### src/hw/rtl/nnzm_pkg.sv
// ----------------------------------------------------------------------------
// nnzm_pkg
// Shared codes for the nearest-neighbor zoom mapper.
// ----------------------------------------------------------------------------
package nnzm_pkg;

	localparam int CFG_W  = 16;
	localparam int IDX_W  = 3;
	localparam int SIDE_CFG_W = 13;
	localparam int ZOOM_W = 3;
	localparam int PAN_W  = 16;

	localparam logic [IDX_W-1:0] REG_IMAGE_WIDTH  = 3'd0;
	localparam logic [IDX_W-1:0] REG_IMAGE_HEIGHT = 3'd1;
	localparam logic [IDX_W-1:0] REG_ZOOM_LEVEL   = 3'd2;
	localparam logic [IDX_W-1:0] REG_PAN_X        = 3'd3;
	localparam logic [IDX_W-1:0] REG_PAN_Y        = 3'd4;

	localparam logic [ZOOM_W-1:0] ZOOM_FIT     = 3'd0;
	localparam logic [ZOOM_W-1:0] ZOOM_QUARTER = 3'd1;
	localparam logic [ZOOM_W-1:0] ZOOM_HALF    = 3'd2;
	localparam logic [ZOOM_W-1:0] ZOOM_FULL    = 3'd3;
	localparam logic [ZOOM_W-1:0] ZOOM_DOUBLE  = 3'd4;
	localparam logic [ZOOM_W-1:0] ZOOM_QUAD    = 3'd5;

	typedef enum logic [1:0] {
		KIND_BACKGROUND = 2'd0,
		KIND_IMAGE      = 2'd1,
		KIND_DARK       = 2'd2,
		KIND_LIGHT      = 2'd3
	} kind_t;

	typedef enum logic [1:0] {
		GEOM_IDLE,
		GEOM_SETUP,
		GEOM_DIV,
		GEOM_OFFS
	} geom_state_t;

endpackage

### src/hw/rtl/nearest_neighbor_zoom_mapper_core.sv
// ----------------------------------------------------------------------------
// nearest_neighbor_zoom_mapper_core
// Maps a screen pixel to background, border or nearest-neighbor source pixel.
//
//   channel  signals                                   dir
//   in       in_valid, in_stall, screen_x, screen_y    word in
//   out      out_valid, out_stall, pixel_kind, source_x, source_y,
//            source_address                            word out
//   cfg      wr_en, wr_index, wr_data                  register write
//
// One word per cycle while in_stall is low. A word passes s1 to s3, then the
// pipelined divider (one quotient bit per stage), then s4 and s5.
// After reset and after every register write in_stall stays high while the
// geometry is recomputed: setup, then in fit mode when the image does not fit
// the divide state, then the offset state. out_stall freezes the whole
// pipeline while out_valid is high; nothing is dropped or repeated.
// ----------------------------------------------------------------------------
module nearest_neighbor_zoom_mapper_core #(
	parameter int DISPLAY_WIDTH  = 640,
	parameter int AREA_HEIGHT    = 480,
	parameter int MAX_IMAGE_SIDE = 4096
) (
	input  logic                         clk,
	input  logic                         arst_n,
	input  logic                         wr_en,
	input  logic [nnzm_pkg::IDX_W-1:0]   wr_index,
	input  logic [nnzm_pkg::CFG_W-1:0]   wr_data,
	input  logic                         in_valid,
	output logic                         in_stall,
	input  logic [9:0]                   screen_x,
	input  logic [8:0]                   screen_y,
	output logic                         out_valid,
	input  logic                         out_stall,
	output logic [1:0]                   pixel_kind,
	output logic [11:0]                  source_x,
	output logic [11:0]                  source_y,
	output logic [23:0]                  source_address
);
	import nnzm_pkg::*;

	localparam int SW   = $clog2(MAX_IMAGE_SIDE + 1);
	localparam int DW   = SW + 2;
	localparam int QW   = $clog2(MAX_IMAGE_SIDE);
	localparam int PW   = DW + SW;
	localparam int AMAX = (DISPLAY_WIDTH > AREA_HEIGHT) ? DISPLAY_WIDTH : AREA_HEIGHT;
	localparam int AWW  = $clog2(AMAX + 1);
	localparam int MW   = (DW > AWW) ? DW : AWW;
	localparam int OW   = ((MW > 16) ? MW : 16) + 3;
	localparam int XW   = OW + 1;
	localparam int MAW  = SW + SW;

	logic                 busy;
	logic [SW-1:0]        iw, ih;
	logic [DW-1:0]        dw, dh;
	logic signed [OW-1:0] x0, y0;
	logic                 en;

	nnzm_geom #(
		.DISPLAY_WIDTH (DISPLAY_WIDTH),
		.AREA_HEIGHT   (AREA_HEIGHT),
		.MAX_IMAGE_SIDE(MAX_IMAGE_SIDE),
		.SW(SW), .DW(DW), .OW(OW)
	) u_geom (
		.clk, .arst_n, .wr_en, .wr_index, .wr_data,
		.busy, .iw, .ih, .dw, .dh, .x0, .y0
	);

	assign en       = !(out_valid && out_stall);
	assign in_stall = busy || !en;

	// s1: input
	logic       vl_s1;
	logic [9:0] sx_s1;
	logic [8:0] sy_s1;

	always_ff @(posedge clk or negedge arst_n) begin
		if (!arst_n)
			vl_s1 <= 1'b0;
		else if (en)
			vl_s1 <= in_valid && !busy;
	end

	always_ff @(posedge clk) begin
		if (en) begin
			sx_s1 <= screen_x;
			sy_s1 <= screen_y;
		end
	end

	// s2: offsets into the image
	logic                 vl_s2, area_s2;
	logic signed [XW-1:0] dx_s2, dy_s2;

	always_ff @(posedge clk or negedge arst_n) begin
		if (!arst_n)
			vl_s2 <= 1'b0;
		else if (en)
			vl_s2 <= vl_s1;
	end

	always_ff @(posedge clk) begin
		if (en) begin
			area_s2 <= (32'(sx_s1) < DISPLAY_WIDTH) && (32'(sy_s1) < AREA_HEIGHT);
			dx_s2 <= $signed({{(XW-10){1'b0}}, sx_s1}) - $signed({x0[OW-1], x0});
			dy_s2 <= $signed({{(XW-9){1'b0}}, sy_s1}) - $signed({y0[OW-1], y0});
		end
	end

	// s3: classification and scaled products
	logic signed [XW-1:0] dwe, dhe, m1;
	logic                 light, dark, img;
	kind_t                kind_c;

	assign dwe = $signed({{(XW-DW){1'b0}}, dw});
	assign dhe = $signed({{(XW-DW){1'b0}}, dh});
	assign m1  = $signed({XW{1'b1}});

	// later border lines win: light over dark
	assign light = (dy_s2 == dhe && dx_s2 >= m1 && dx_s2 <= dwe)
		|| (dx_s2 == dwe && dy_s2 >= m1 && dy_s2 <= dhe);
	assign dark = (dy_s2 == m1 && dx_s2 >= m1 && dx_s2 <= dwe)
		|| (dx_s2 == m1 && dy_s2 >= m1 && dy_s2 <= dhe);
	assign img = dx_s2 >= 0 && dx_s2 < dwe && dy_s2 >= 0 && dy_s2 < dhe;

	always_comb begin
		if (!area_s2)
			kind_c = KIND_BACKGROUND;
		else if (light)
			kind_c = KIND_LIGHT;
		else if (dark)
			kind_c = KIND_DARK;
		else if (img)
			kind_c = KIND_IMAGE;
		else
			kind_c = KIND_BACKGROUND;
	end

	logic          vl_s3;
	kind_t         kind_s3;
	logic [PW-1:0] px_s3, py_s3;

	always_ff @(posedge clk or negedge arst_n) begin
		if (!arst_n)
			vl_s3 <= 1'b0;
		else if (en)
			vl_s3 <= vl_s2;
	end

	always_ff @(posedge clk) begin
		if (en) begin
			kind_s3 <= kind_c;
			px_s3 <= (kind_c == KIND_IMAGE) ? PW'(dx_s2[DW-1:0]) * PW'(iw) : '0;
			py_s3 <= (kind_c == KIND_IMAGE) ? PW'(dy_s2[DW-1:0]) * PW'(ih) : '0;
		end
	end

	logic          vl_dv;
	kind_t         kind_dv;
	logic [QW-1:0] cx_dv, cy_dv;

	nnzm_div #(.SW(SW), .DW(DW), .QW(QW)) u_div (
		.clk, .arst_n, .en,
		.in_vld (vl_s3),
		.in_kind(kind_s3),
		.px     (px_s3),
		.py     (py_s3),
		.dw, .dh,
		.out_vld (vl_dv),
		.out_kind(kind_dv),
		.cx      (cx_dv),
		.cy      (cy_dv)
	);

	// s4: clamp and row offset
	logic [SW-1:0]  cxc, cyc;
	logic           vl_s4;
	kind_t          kind_s4;
	logic [SW-1:0]  cx_s4, cy_s4;
	logic [MAW-1:0] row_s4;

	assign cxc = (SW'(cx_dv) >= iw) ? iw - SW'(1) : SW'(cx_dv);
	assign cyc = (SW'(cy_dv) >= ih) ? ih - SW'(1) : SW'(cy_dv);

	always_ff @(posedge clk or negedge arst_n) begin
		if (!arst_n)
			vl_s4 <= 1'b0;
		else if (en)
			vl_s4 <= vl_dv;
	end

	always_ff @(posedge clk) begin
		if (en) begin
			kind_s4 <= kind_dv;
			cx_s4   <= (kind_dv == KIND_IMAGE) ? cxc : '0;
			cy_s4   <= (kind_dv == KIND_IMAGE) ? cyc : '0;
			row_s4  <= (kind_dv == KIND_IMAGE) ? MAW'(cyc) * MAW'(iw) : '0;
		end
	end

	// s5: output word
	logic           vl_s5;
	kind_t          kind_s5;
	logic [SW-1:0]  cx_s5, cy_s5;
	logic [MAW-1:0] addr_s5;

	always_ff @(posedge clk or negedge arst_n) begin
		if (!arst_n)
			vl_s5 <= 1'b0;
		else if (en)
			vl_s5 <= vl_s4;
	end

	always_ff @(posedge clk) begin
		if (en) begin
			kind_s5 <= kind_s4;
			cx_s5   <= cx_s4;
			cy_s5   <= cy_s4;
			addr_s5 <= row_s4 + MAW'(cx_s4);
		end
	end

	assign out_valid      = vl_s5;
	assign pixel_kind     = kind_s5;
	assign source_x       = 12'(cx_s5);
	assign source_y       = 12'(cy_s5);
	assign source_address = 24'(addr_s5);

	// geometry recompute must hold off input
	a_busy_stalls: assert property (@(posedge clk) disable iff (!arst_n)
		busy |-> in_stall)
		else $error("input open during geometry update");

	a_stall_cause: assert property (@(posedge clk) disable iff (!arst_n)
		(in_stall && !busy) |-> (out_valid && out_stall))
		else $error("input stalled without cause");

	a_src_range: assert property (@(posedge clk) disable iff (!arst_n)
		(out_valid && pixel_kind == KIND_IMAGE) |->
		(32'(cx_s5) < 32'(iw) && 32'(cy_s5) < 32'(ih)))
		else $error("source coordinate beyond image");

	a_non_image_zero: assert property (@(posedge clk) disable iff (!arst_n)
		(out_valid && pixel_kind != KIND_IMAGE) |->
		(source_x == '0 && source_y == '0 && source_address == '0))
		else $error("non-image word carries source data");

endmodule

### src/hw/rtl/nnzm_geom.sv
// ----------------------------------------------------------------------------
// nnzm_geom
// Configuration registers and display geometry: displayed size and image
// origin, recomputed after every write (fit mode: a shift-subtract divider).
// ----------------------------------------------------------------------------
module nnzm_geom #(
	parameter int DISPLAY_WIDTH  = 640,
	parameter int AREA_HEIGHT    = 480,
	parameter int MAX_IMAGE_SIDE = 4096,
	parameter int SW = 13,
	parameter int DW = 15,
	parameter int OW = 19
) (
	input  logic                         clk,
	input  logic                         arst_n,
	input  logic                         wr_en,
	input  logic [nnzm_pkg::IDX_W-1:0]   wr_index,
	input  logic [nnzm_pkg::CFG_W-1:0]   wr_data,
	output logic                         busy,
	output logic [SW-1:0]                iw,
	output logic [SW-1:0]                ih,
	output logic [DW-1:0]                dw,
	output logic [DW-1:0]                dh,
	output logic signed [OW-1:0]         x0,
	output logic signed [OW-1:0]         y0
);
	import nnzm_pkg::*;

	localparam int AMAX = (DISPLAY_WIDTH > AREA_HEIGHT) ? DISPLAY_WIDTH : AREA_HEIGHT;
	localparam int AWW  = $clog2(AMAX + 1);
	localparam int NW   = SW + AWW;
	localparam int CW   = $clog2(NW);

	logic [SIDE_CFG_W-1:0] width_q, height_q;
	logic [ZOOM_W-1:0]     zoom_q;
	logic [PAN_W-1:0]      pan_x_q, pan_y_q;

	geom_state_t state_q, state_d;

	logic [SW-1:0] iw_cl, ih_cl;
	logic          fits, need_div, limit_w;
	logic [NW-1:0] cross_l, cross_r;
	logic [DW-1:0] pdw, pdh;

	logic [NW-1:0] num_q;
	logic [SW-1:0] den_q;
	logic [SW-1:0] rem_q;
	logic [SW:0]   trial;
	logic          qbit;
	logic [CW-1:0] cnt_q;
	logic          to_h_q;

	logic signed [OW-1:0] dif_x, dif_y, tmp_x, tmp_y;

	always_ff @(posedge clk or negedge arst_n) begin
		if (!arst_n) begin
			width_q  <= SIDE_CFG_W'(1);
			height_q <= SIDE_CFG_W'(1);
			zoom_q   <= ZOOM_FIT;
			pan_x_q  <= '0;
			pan_y_q  <= '0;
		end else if (wr_en) begin
			unique case (wr_index)
				REG_IMAGE_WIDTH:  width_q  <= wr_data[SIDE_CFG_W-1:0];
				REG_IMAGE_HEIGHT: height_q <= wr_data[SIDE_CFG_W-1:0];
				REG_ZOOM_LEVEL:   zoom_q   <= wr_data[ZOOM_W-1:0];
				REG_PAN_X:        pan_x_q  <= wr_data[PAN_W-1:0];
				REG_PAN_Y:        pan_y_q  <= wr_data[PAN_W-1:0];
				default: ;
			endcase
		end
	end

	always_comb begin
		if (width_q == '0)
			iw_cl = SW'(1);
		else if (32'(width_q) > MAX_IMAGE_SIDE)
			iw_cl = SW'(MAX_IMAGE_SIDE);
		else
			iw_cl = SW'(width_q);
		if (height_q == '0)
			ih_cl = SW'(1);
		else if (32'(height_q) > MAX_IMAGE_SIDE)
			ih_cl = SW'(MAX_IMAGE_SIDE);
		else
			ih_cl = SW'(height_q);
	end

	assign fits    = (32'(iw_cl) <= DISPLAY_WIDTH) && (32'(ih_cl) <= AREA_HEIGHT);
	assign cross_l = NW'(ih_cl) * NW'(DISPLAY_WIDTH);
	assign cross_r = NW'(iw_cl) * NW'(AREA_HEIGHT);
	assign limit_w = cross_l < cross_r;
	assign need_div = (zoom_q == ZOOM_FIT) && !fits;

	always_comb begin
		case (zoom_q)
			ZOOM_QUARTER: begin
				pdw = DW'(iw_cl >> 2);
				pdh = DW'(ih_cl >> 2);
			end
			ZOOM_HALF: begin
				pdw = DW'(iw_cl >> 1);
				pdh = DW'(ih_cl >> 1);
			end
			ZOOM_DOUBLE: begin
				pdw = DW'(iw_cl) << 1;
				pdh = DW'(ih_cl) << 1;
			end
			ZOOM_QUAD: begin
				pdw = DW'(iw_cl) << 2;
				pdh = DW'(ih_cl) << 2;
			end
			default: begin
				pdw = DW'(iw_cl);
				pdh = DW'(ih_cl);
			end
		endcase
	end

	// one quotient bit per cycle in GEOM_DIV
	assign trial = {rem_q, num_q[NW-1]};
	assign qbit  = trial >= {1'b0, den_q};

	always_ff @(posedge clk or negedge arst_n) begin
		if (!arst_n)
			state_q <= GEOM_SETUP;
		else
			state_q <= state_d;
	end

	always_comb begin
		state_d = state_q;
		busy = 1'b1;
		unique case (state_q)
			GEOM_IDLE: begin
				busy = 1'b0;
				if (wr_en)
					state_d = GEOM_SETUP;
			end
			GEOM_SETUP: begin
				if (wr_en)
					state_d = GEOM_SETUP;
				else if (need_div)
					state_d = GEOM_DIV;
				else
					state_d = GEOM_OFFS;
			end
			GEOM_DIV: begin
				if (wr_en)
					state_d = GEOM_SETUP;
				else if (cnt_q == '0)
					state_d = GEOM_OFFS;
			end
			GEOM_OFFS: begin
				state_d = wr_en ? GEOM_SETUP : GEOM_IDLE;
			end
			default: state_d = GEOM_SETUP;
		endcase
	end

	always_ff @(posedge clk) begin
		case (state_q)
			GEOM_SETUP: begin
				iw <= iw_cl;
				ih <= ih_cl;
				rem_q <= '0;
				cnt_q <= CW'(NW - 1);
				to_h_q <= limit_w;
				if (zoom_q != ZOOM_FIT) begin
					dw <= pdw;
					dh <= pdh;
				end else if (fits) begin
					dw <= DW'(iw_cl);
					dh <= DW'(ih_cl);
				end else if (limit_w) begin
					dw <= DW'(DISPLAY_WIDTH);
					num_q <= cross_l;
					den_q <= iw_cl;
				end else begin
					dh <= DW'(AREA_HEIGHT);
					num_q <= cross_r;
					den_q <= ih_cl;
				end
			end
			GEOM_DIV: begin
				rem_q <= qbit ? SW'(trial - {1'b0, den_q}) : SW'(trial);
				num_q <= {num_q[NW-2:0], qbit};
				cnt_q <= cnt_q - CW'(1);
				if (cnt_q == '0) begin
					if (to_h_q)
						dh <= DW'({num_q[NW-2:0], qbit});
					else
						dw <= DW'({num_q[NW-2:0], qbit});
				end
			end
			GEOM_OFFS: begin
				x0 <= (tmp_x >>> 1) + $signed({{(OW-PAN_W){pan_x_q[PAN_W-1]}}, pan_x_q});
				y0 <= (tmp_y >>> 1) + $signed({{(OW-PAN_W){pan_y_q[PAN_W-1]}}, pan_y_q});
			end
			default: ;
		endcase
	end

	// centering truncates toward zero
	always_comb begin
		dif_x = $signed(OW'(DISPLAY_WIDTH)) - $signed({{(OW-DW){1'b0}}, dw});
		dif_y = $signed(OW'(AREA_HEIGHT)) - $signed({{(OW-DW){1'b0}}, dh});
		tmp_x = dif_x + $signed({{(OW-1){1'b0}}, dif_x[OW-1]});
		tmp_y = dif_y + $signed({{(OW-1){1'b0}}, dif_y[OW-1]});
	end

endmodule

### src/hw/rtl/nnzm_div.sv
// ----------------------------------------------------------------------------
// nnzm_div
// Pipelined restoring divider, two lanes, one quotient bit per stage.
// ----------------------------------------------------------------------------
module nnzm_div #(
	parameter int SW = 13,
	parameter int DW = 15,
	parameter int QW = 12
) (
	input  logic                  clk,
	input  logic                  arst_n,
	input  logic                  en,
	input  logic                  in_vld,
	input  nnzm_pkg::kind_t       in_kind,
	input  logic [DW+SW-1:0]      px,
	input  logic [DW+SW-1:0]      py,
	input  logic [DW-1:0]         dw,
	input  logic [DW-1:0]         dh,
	output logic                  out_vld,
	output nnzm_pkg::kind_t       out_kind,
	output logic [QW-1:0]         cx,
	output logic [QW-1:0]         cy
);
	import nnzm_pkg::*;

	localparam int PW = DW + SW;

	logic [PW-1:0] rx_s [QW+1];
	logic [PW-1:0] ry_s [QW+1];
	logic [QW-1:0] qx_s [QW+1];
	logic [QW-1:0] qy_s [QW+1];
	kind_t         kd_s [QW+1];
	logic          vl_s [QW+1];

	assign rx_s[0] = px;
	assign ry_s[0] = py;
	assign qx_s[0] = '0;
	assign qy_s[0] = '0;
	assign kd_s[0] = in_kind;
	assign vl_s[0] = in_vld;

	for (genvar k = 1; k <= QW; k++) begin : g_stage
		logic [PW-1:0] shx, shy;
		logic          gx, gy;

		assign shx = PW'(dw) << (QW - k);
		assign shy = PW'(dh) << (QW - k);
		assign gx  = rx_s[k-1] >= shx;
		assign gy  = ry_s[k-1] >= shy;

		always_ff @(posedge clk or negedge arst_n) begin
			if (!arst_n)
				vl_s[k] <= 1'b0;
			else if (en)
				vl_s[k] <= vl_s[k-1];
		end

		always_ff @(posedge clk) begin
			if (en) begin
				rx_s[k] <= gx ? rx_s[k-1] - shx : rx_s[k-1];
				ry_s[k] <= gy ? ry_s[k-1] - shy : ry_s[k-1];
				qx_s[k] <= qx_s[k-1] | (QW'(gx) << (QW - k));
				qy_s[k] <= qy_s[k-1] | (QW'(gy) << (QW - k));
				kd_s[k] <= kd_s[k-1];
			end
		end
	end

	assign out_vld  = vl_s[QW];
	assign out_kind = kd_s[QW];
	assign cx       = qx_s[QW];
	assign cy       = qy_s[QW];

endmodule

### config.mk
export PLATFORM = sky130hd
export DESIGN_NAME = nearest_neighbor_zoom_mapper_core
export DESIGN_NICKNAME = d
export VERILOG_FILES = /design/src/hw/rtl/nnzm_pkg.sv /design/src/hw/rtl/nearest_neighbor_zoom_mapper_core.sv /design/src/hw/rtl/nnzm_geom.sv /design/src/hw/rtl/nnzm_div.sv
export SDC_FILE = /design/constraint.sdc
export NUM_CORES = 2
export LEC_CHECK = 0
export ABC_CLOCK_PERIOD_IN_PS = 41800
export BUFFER_PORTS_ARGS = -buffer_cell sky130_fd_sc_hd__buf_2
export CORE_MARGIN = 2
export CORE_UTILIZATION = 59
export DETAILED_ROUTE_END_ITERATION = 10
export PLACE_DENSITY = 0.78
export SYNTH_ARGS = -nofsm -noshare
export SYNTH_HDL_FRONTEND = slang
export SYNTH_SLANG_ARGS = --single-unit
### constraint.sdc
create_clock -name clk -period 41.8 [get_ports clk]
set_input_delay 8.36 -clock clk [delete_from_list [all_inputs] [get_ports clk]]
set_output_delay 8.36 -clock clk [all_outputs]
set_load 0.01 [all_outputs]
# Yosys cells after proc, flatten, opt, wreduce, memory -nomap -nowiden

Index checks and enable logic that the tools add are counted.

Word-level logic and storage cells: 342
Register bits after elaboration: 1,354
Output and inout bits: 52
Input port bits: 43

Equality and inequality tests: 26
Reductions and logical operators: 39
Multiplexer cells: 62
Multiply operators: 5
$add $sub $neg: 35
Bitwise logic cells: 24
Magnitude comparators: 42

Operators with widths:

| kind                | count |
|---|---|
| $mux 28             | 22 |
| $mux 15             | 10 |
| $pmux 15 s4         | 2 |
| $mux 13             | 7 |
| $ge 20x1->1 const B | 4 |
| $mux 23             | 3 |
| $pmux 15 s2         | 2 |
| $ge 28x15->1        | 2 |
| $ge 28x16->1        | 2 |
| $ge 28x17->1        | 2 |
| $ge 28x18->1        | 2 |
| $ge 28x19->1        | 2 |
| $ge 28x20->1        | 2 |
| $ge 28x21->1        | 2 |
| $ge 28x22->1        | 2 |
| $ge 28x23->1        | 2 |
| $ge 28x24->1        | 2 |
| $ge 28x25->1        | 2 |
| $ge 28x26->1        | 2 |
| $mul 15x13->28      | 2 |
| $sub 28x16->28      | 2 |
| $sub 28x17->28      | 2 |
| $sub 28x18->28      | 2 |
| $sub 28x19->28      | 2 |
| other kinds (73)    | 149 |

# Longest topological paths before layout

Depth after elaboration: 10
Gate-level depth with buffers: 34
Mapped depth without buffers: 30

# Cells and area by module

Synthesis repeated with hierarchy kept, for this count alone.

Cells, all modules: 8,854
Area, all modules: 91,759.3 sq um

Modules (own cells, without submodules):

| module                            | area an instance (sq um) | sequential area each (sq um) | cells each | times used |
|---|---|---|---|---|
| nnzm_div                          | 48,281.3                 | 24,203.2                     | 4,337      | 1 |
| nearest_neighbor_zoom_mapper_core | 28,830.2                 | 6,701.4                      | 3,019      | 1 |
| nnzm_geom                         | 14,647.8                 | 5,934.4                      | 1,498      | 1 |

# Worst setup path after synthesis

Ideal clock, no wire load.

Kind: input-to-output
From: in out_stall
To: out in_stall
Arrival time: 39.060 ns
Cell stages on the path: 3
Path slack: -5.620 ns
Path through: nand2_1 -> clkbuf_1 -> nand2_1

Longest elaborated chain between the ends: 2

Ends and longest elaborated chain:

| what               | RTL line                                | RTL |
|---|---|---|
| start: declaration | nearest_neighbor_zoom_mapper_core.sv:33 | `input logic out_stall,` |
| $logic_and 1x1->1  | nearest_neighbor_zoom_mapper_core.sv:68 | `assign en = !(out_valid && out_stall);` |
| $logic_or 1x1->1   | nearest_neighbor_zoom_mapper_core.sv:69 | `assign in_stall = busy \|\| !en;` |
| end: declaration   | nearest_neighbor_zoom_mapper_core.sv:29 | `output logic in_stall,` |

Every way passes these cells.

# Worst setup path in the final report

Same ends and word-level chain as after synthesis.

==> results.txt <==
initial antenna violation count -> 5
Mapped Cells -> 8,580
clock slew at reported path FFs -> 0.06 ns
Pre-Repair DR Iteration Count -> 9
root buffer cell -> clkbuf_16
Die ar. -> 156,000 µm²
Hold Crit Class -> reg -> reg
# resized after CTS -> 0
post-synthesis cell type count -> 97
Tcrit/Tclk final -> 0.421
Primary FF master, synth -> edfxtp_1
Die Y -> 395 µm
final wirelength -> 223,000 µm
routed vias/inst -> 6.10
setup_tns -> 0 ns
setup violators final -> 0
Critical Path AT -> 9.23 ns
fin crit period -> 17.59 ns
Seq cells post-synth -> 1,240
Final nets -> 9,935
CTS tree -> done
# IOs -> 95
kind of critical path -> in -> out
final hold violation count -> 0
CTS max path bufs -> 3
1st-iter DRT viols -> 5,742
CP Capture Type -> output port
DRC errors left -> 0
DP HPWL -> 161,000 µm
via count -> 65,892
Diodes inserted -> 0
RSZ-0062 raised after global routing -> false
commonest non-fill, non-tap cell in the layout -> edfxtp_1
GP Congestion -> 0.961
post-route ant nets -> 0
# port buffers -> 94
startpoint types -> primary input
layout cells sized above 1 -> 0.0748
Fillers -> 11,586
largest net degree at the start of global routing -> 181
Hold-fix buffers, CTS -> 0
hold worst-path end -> u_div.cy[6]
Post-Syn Area -> 90,200 µm²
maximum clock rate -> 56.9 MHz
critical path required time -> 33.44 ns
row count -> 143
Slew Limit Fails -> 0
Avg Inst Size Synth -> 10.5 µm²
Reg2Reg Setup Slack -> 32.60 ns
Die Wd -> 395 µm
fraction of registers with async set/reset -> 0.0645
R2R cell count -> 28
GRT Util Overall -> 0.286
Hold Path Depth -> 0
CTS sink cnt -> 1,240
EDFF count, synth -> 1,160
Hold Startpoint -> u_div.qy_s[18]
# Post-CTS Setup Buffers -> 0
Worst-Margin Slew -> 1.28 ns
commonest cells after routing, fill and taps aside -> edfxtp_1 (1,160), nand2_1 (840), inv_1 (814)
GRT overflow -> 0
CP max FO -> 50
first-pass GRT wire length -> 353,000 µm
Worst R2R End -> row_s4[22]
outcome -> finished clean
Clock Latency Late Sink -> 0.80 ns
skew final -> 0.0567 ns
layout overhead on the synthesized area -> 8.27%
WL/cell -> 20.7 µm
number of global-route vias before repair -> 65,707
Warnings, synthesis -> 0
Rel. slew slack -> 0.143
register area share after synthesis -> 0.409
number of max-cap violations -> 0
clock buffer count from CTS -> 136
syn nets -> 9,857
initial core utilization -> 0.594
core area -> 152,000 µm²
R2R Path Start -> u_geom.ih[2]
H-tree levels -> 4
[synth_stat cells (all sizes together) (116+ instances only)]
master	count	area [µm²]
edfxtp	1160	34800
nand2	841	3160
inv	818	3070
ha	776	9710
nor2	600	2260
fa	458	9170
a21oi	457	2290
o21ai	445	2230
xnor2	357	3130
xor2	230	2010
and2	218	1360
clkbuf	193	724
nor3	179	901
a21o	169	1270
mux2	164	1850
nand3	120	601
nand2b	116	726
[worst max-delay path by stage]
stage | cells after the start | startpoint | endpoint | slack [ns]
after floorplan | 3 | out_stall | in_stall | 10.77
final | 4 | out_stall | in_stall | 24.21
after global placement | 4 | out_stall | in_stall | 24.22
after global routing | 4 | out_stall | in_stall | 24.14
after CTS | 4 | out_stall | in_stall | 24.19
after detailed placement | 4 | out_stall | in_stall | 24.20
[layer usage]
metal  track usage  vias to the layer above  part of all wire
li1              -                    30474                 -
met1         0.371                    32182              0.40
met2         0.469                     2612              0.47
met3        0.0496                      620             0.076
met4         0.135                        4             0.049
met5             0                        -          0.000085
[per-stage QoR]
step	hold slack, ns	cell area [µm²]	setup slack (ns)	instances	utilization
finish	0.392	97600	24.21	10797	0.643
CTS	0.389	97600	24.19	10797	0.643
global placement	0.402	93000	24.22	10550	0.612
global route	0.399	97600	24.14	10797	0.643
detailed placement	0.405	93000	24.20	10550	0.612
floorplan	0.400	90200	10.77	8580	-
[state kept, by name, indices dropped and copies added (netlist names), 23 cells and up]
signal / count
u_div.qx_s: 66
py_s3: 28
u_geom.num_q: 23
addr_s5: 24
px_s3: 28
row_s4: 24
u_div.rx_s: 308
u_div.qy_s: 66
u_div.ry_s: 308
[cells by family (layout without fill, tap and decap cells)]
family | count (synthesis) | after routing | share of synthesized area
muxes | 213 | 213 | 0.0259
AOI/OAI and AO/OA | 1627 | 1627 | 0.113
DFF | 1240 | 1240 | 0.409
adders and majority gates | 1234 | 1234 | 0.209
other | 1 | 1 | 0.0000416
xor gates and xnor gates | 587 | 587 | 0.0570
and+or+nand+nor | 2610 | 2610 | 0.140
buffers and inverters | 1068 | 1255 | 0.0454
[critical path: stages]
cell	delay (ns)
buf_2	0.12
nand2_4	0.47
nand2_1	0.10
buf_2	0.16
[cell type report]
cell class / count / area [µm²] / area share
multi-input cells: 6272 / 49300 / 0.505
inverters: 823 / 3090 / 0.0316
well taps: 2030 / 2540 / 0.0260
clock buffers: 162 / 3650 / 0.0373
flip-flops and latches: 1240 / 36800 / 0.377
repair buffers: 185 / 1170 / 0.0120
clock inverters: 85 / 991 / 0.0102
Power is not shown: default switching activity piles up to over one toggle a cycle in this logic, so the estimate is an artifact.
